File: src/isat_pkg.sv
// ----------------------------------------------------------------------------
// isat_pkg
// Shared types and codes for the indexed scatter-add table.
// ----------------------------------------------------------------------------
`default_nettype none

package isat_pkg;

  // request kinds
  localparam logic [1:0] REQ_LOAD   = 2'd0;
  localparam logic [1:0] REQ_UPDATE = 2'd1;
  localparam logic [1:0] REQ_READ   = 2'd2;

  // configuration register indexes
  localparam logic [1:0] CFG_ROW_BASE      = 2'd0;
  localparam logic [1:0] CFG_ROW_COUNT     = 2'd1;
  localparam logic [1:0] CFG_REGION_LENGTH = 2'd2;
  localparam logic [1:0] CFG_SCALE         = 2'd3;

  // register reset values
  localparam logic [31:0] ROW_BASE_RST      = 32'd0;
  localparam logic [8:0]  ROW_COUNT_RST     = 9'd256;
  localparam logic [4:0]  REGION_LENGTH_RST = 5'd16;
  localparam logic [31:0] SCALE_RST         = 32'd1;

  // controller to datapath
  typedef struct packed {
    logic capture;   // take a new request into the holding registers
    logic decode;    // register address, range check and product
    logic mem_rd;    // read the addressed element
    logic mem_wr;    // write the addressed element
    logic out_load;  // fill the response register
  } cmd_t;

  // datapath to controller
  typedef struct packed {
    logic [1:0] req_type;
    logic       in_range;
    logic       out_free;
  } sts_t;

endpackage

`default_nettype wire

File: src/isat_ctrl.sv
// ----------------------------------------------------------------------------
// isat_ctrl
// Sequencer: accept, decode, fetch, finish for one request at a time.
// ----------------------------------------------------------------------------
`default_nettype none

module isat_ctrl (
  input  wire logic          clk,
  input  wire logic          rst,
  input  wire logic          req_valid,
  output logic               req_stall,
  input  wire isat_pkg::sts_t sts,
  output isat_pkg::cmd_t     cmd
);

  localparam logic [1:0] S_IDLE   = 2'd0;
  localparam logic [1:0] S_DECODE = 2'd1;
  localparam logic [1:0] S_FETCH  = 2'd2;
  localparam logic [1:0] S_FINISH = 2'd3;

  logic [1:0] state;
  logic [1:0] state_next;
  logic       accept;

  // input side is open only between requests
  assign req_stall = (state != S_IDLE);
  assign accept    = req_valid && !req_stall;

  // next state and commands
  always_comb begin
    state_next   = state;
    cmd          = '0;
    cmd.capture  = accept;
    unique case (state)
      S_IDLE: begin
        if (accept) state_next = S_DECODE;
      end
      S_DECODE: begin
        cmd.decode = 1'b1;
        case (sts.req_type) inside
          isat_pkg::REQ_LOAD,
          isat_pkg::REQ_UPDATE,
          isat_pkg::REQ_READ: state_next = S_FETCH;
          default:            state_next = S_IDLE;
        endcase
      end
      S_FETCH: begin
        cmd.mem_rd = 1'b1;
        state_next = S_FINISH;
      end
      S_FINISH: begin
        case (sts.req_type) inside
          isat_pkg::REQ_LOAD,
          isat_pkg::REQ_UPDATE: begin
            cmd.mem_wr = sts.in_range;
            state_next = S_IDLE;
          end
          isat_pkg::REQ_READ: begin
            // hold until the response register can take the result
            if (sts.out_free) begin
              cmd.out_load = 1'b1;
              state_next   = S_IDLE;
            end
          end
          default: state_next = S_IDLE;
        endcase
      end
      default: state_next = S_IDLE;
    endcase
  end

  // state register
  always_ff @(posedge clk) begin
    if (rst) begin
      state <= S_IDLE;
    end else begin
      state <= state_next;
    end
  end

`ifndef NO_ASSERTIONS
  // table writes only for in-range loads and updates
  a_wr_legal: assert property (@(posedge clk) disable iff (rst)
    cmd.mem_wr |-> sts.in_range &&
      (sts.req_type == isat_pkg::REQ_LOAD || sts.req_type == isat_pkg::REQ_UPDATE))
    else $error("table write outside a valid load or update");

  // a response is produced only for reads and only into a free slot
  a_out_legal: assert property (@(posedge clk) disable iff (rst)
    cmd.out_load |-> sts.out_free && sts.req_type == isat_pkg::REQ_READ)
    else $error("response load without a read or a free slot");

  // finish always follows a fetch
  a_finish_order: assert property (@(posedge clk) disable iff (rst)
    (state == S_FINISH) |-> ($past(state) == S_FETCH || $past(state) == S_FINISH))
    else $error("finish reached without a fetch");
`endif

endmodule

`default_nettype wire

File: config.mk
export PLATFORM = sky130hd
export DESIGN_NAME = isat_ctrl
export DESIGN_NICKNAME = d
export VERILOG_FILES = /design/src/isat_pkg.sv /design/src/isat_ctrl.sv
export SDC_FILE = /design/constraint.sdc
export NUM_CORES = 1
export LEC_CHECK = 0
export BUFFER_PORTS_ARGS = -buffer_cell sky130_fd_sc_hd__buf_4
export CAP_MARGIN = 20
export CORE_AREA = 4 4 41 43
export DETAILED_ROUTE_END_ITERATION = 10
export DIE_AREA = 0 0 45 47
export GPL_ROUTABILITY_DRIVEN = 1
export PLACE_DENSITY_LB_ADDON = 0.25
export SYNTH_ARGS = -nofsm -noshare
export SYNTH_HDL_FRONTEND = slang
export SYNTH_SLANG_ARGS = --single-unit
File: constraint.sdc
create_clock -name clk -period 1.16 [get_ports clk]
set_input_delay 0.058 -clock clk [delete_from_list [all_inputs] [get_ports clk]]
set_output_delay 0.058 -clock clk [all_outputs]
set_load 0.05 [all_outputs]
==> impl_metrics.env <==
export IMPL_status="finished clean"
export IMPL_first_pass_iters=2
export IMPL_area_delta_synth_final_pct=129
export IMPL_leakagePower_nw=0.158
export IMPL_drt_initial_drc_count=4
export IMPL_die_area_sq_mm=0.00212
export IMPL_yosysMostFrequentCell="nor3b_1"
export IMPL_yosys_area_top_type="dfxtp_1"
export IMPL_rsz0062_at_grt="true"
export IMPL_grt_overflow_total=0
export IMPL_grt_use_total_pct=5.99
export IMPL_synth_distinct_cells=15
export IMPL_cts_buffers=3
export IMPL_syn_instance_count=19
export IMPL_required_ns=1.10
export IMPL_synth_commonest_cells="nor3b_1, dfxtp_1, inv_1"
export IMPL_ys_seq_elements=2
export IMPL_power_density_mw_per_mm2=1080
export IMPL_io_buffers=12
export IMPL_max_slew_worst_pin_slew_ns=0.164
export IMPL_wire_per_inst_microns=10.7
export IMPL_placementRows=13
export IMPL_grt_pass1_wl_microns=807
export IMPL_total_power_uw=384
export IMPL_max_freq_mhz=869
export IMPL_antenna_found_initial=0
export IMPL_crit_path_end_kind="output pin"
export IMPL_period_minus_slack_ns=1.15
export IMPL_path_clk_slew_ns=0.03
export IMPL_insertion_delay_ns=0.22
export IMPL_ys_warnings_count=0
export IMPL_nets=44
export IMPL_min_path_cells=3
export IMPL_cp_start_kind="flip-flop"
export IMPL_routed_wl_microns=535
export IMPL_dp_cells=45
export IMPL_yosys_top_cells_area="dfxtp_1, nor3b_1, nand4bb_1"
export IMPL_final_core_util_pct=27.3
export IMPL_slew_headroom_pct=89.1
export IMPL_min_from="req_valid"
export IMPL_ys_seq_area_share_pct=25.8
export IMPL_drv_cap=0
export IMPL_syn_nets=26
export IMPL_drive_above_1_share_pct=71.4
export IMPL_core_sq_mm=0.00130
export IMPL_maxSlewViolCount=0
export IMPL_dp_hpwl_microns=396
export IMPL_vias=191
export IMPL_crit_type="flip-flop to output pin"
export IMPL_die_h_microns=47
export IMPL_r2r_cells=2
export IMPL_holdPathEnd="state[0]"
export IMPL_fin_skew_ns=0.000364
export IMPL_fin_cells=50
export IMPL_ir_worst_vdd_uv=381
export IMPL_setup_viol=0
export IMPL_num_antenna_cells=0
export IMPL_syn_cell_area_sq_um=155
export IMPL_ant_nets=0
export IMPL_post_route_period_util_pct=99.2
export IMPL_cts_buffer_depth=2
export IMPL_synth_ff_type="dfxtp_1"
export IMPL_synth_edf_count=0
export IMPL_drc=0
export IMPL_gp_congestion=0.701
export IMPL_syn_area_per_cell_sq_um=8.17
export IMPL_cts_sinks=2
export IMPL_start_util_pct=11.9
export IMPL_htreeDepth=1
export IMPL_die_w_microns=45
export IMPL_critical_path_arrival_ns=1.09
export IMPL_min_path_type="input pin to flip-flop"
export IMPL_root_buffer="clkbuf_4"
export IMPL_finalHoldViolCount=0
export IMPL_synth_top_area_share_pct=25.8
export IMPL_vias_per_cell=3.82
export IMPL_grt_max_degree=9
export IMPL_synthArstFlopShare_pct=0
export IMPL_reg2reg_slack_ns=0.28
export IMPL_cts_tree="done"
export IMPL_pin_count=13
export IMPL_critPathMaxFanout=8
export IMPL_grt_pass1_vias=183
[area by class of cell]
class / count / area (sq um)
fill: 143 / 946
multi-input combinational: 14 / 140
timing repair buffer: 14 / 119
sequential: 2 / 47.5
clock buffer: 3 / 22.5
tap: 15 / 18.8
inverter: 2 / 7.51
[metrics by stage]
stage | worst slack (ns) | hold slack, ns | setup TNS, ns | instance area [sq um]
4_1_cts | -0.00511 | 0.127 | -0.00511 | 343
3_5_place_dp | 0.0978 | 0.231 | 0 | 282
6_report | 0.00923 | 0.131 | 0 | 355
5_1_grt | -0.0396 | 0.146 | -0.0399 | 355
3_3_place_gp | 0.132 | 0.228 | 0 | 282
2_1_floorplan | 0.0663 | 0.127 | 0 | 180
[critical path: stages, from the launching register on]
cell and delay [ns]:
dfxtp_4 0.36, or2_4 0.27, nor2_4 0.08, buf_6 0.16
[per-layer routing]
metal  global-route usage, %  vias to the layer above  wire [microns]
li1                        -                       99               -
met5                       0                        -               0
met4                    7.02                        0               0
met1                    4.52                       84             204
met2                    9.32                        8             267
met3                    4.21                        0              63
[placed cells by master (no fill, tap or decap), drive strengths merged]
cell         synthesis  layout
nor3b                3       3
buf                  1      13
nand3b               1       1
nor2                 1       1
nand2                1       1
dlygate4sd3          0       1
inv                  2       2
or2                  1       1
o2111a               1       1
nand3                1       1
and2b                1       1
o21bai               1       1
a21oi                1       1
clkbuf               0       3
dfxtp                2       2
nand4bb              1       1
nor2b                1       1
[how the worst max path moves through the flow]
stage,end,cells past startpoint
after detailed placement,cmd[1],3
final,cmd[4],3
after global placement,cmd[0],3
after global routing,cmd[4],3
after CTS,cmd[4],3
after floorplan,cmd[0],2
[report_power, final]
part	switching (mW)	internal, mW
registers	0.00982	0.0745
logic	0.0806	0.0623
clock network	0.0421	0.114
[cells by family (layout without fill, tap and decap cells)]
logic type | after synthesis | in the layout | synth area share (%)
and+or+nand+nor | 11 | 11 | 49.2
buffers and inverters | 3 | 19 | 9.68
AOI/OAI and AO/OA | 3 | 3 | 15.3
DFF | 2 | 2 | 25.8
[timing repair]
action / in CTS / in global routing
cloned: 0 / 0
resized for setup: 10 / 1
endpoints found under the hold margin: 1 / 0
endpoints found under the setup margin: 3 / 2
pin swaps: 0 / 0
hold buffers: 1 / 0
buffers inserted: 0 / 1
Note: power is estimated with default switching activity, not from simulation.
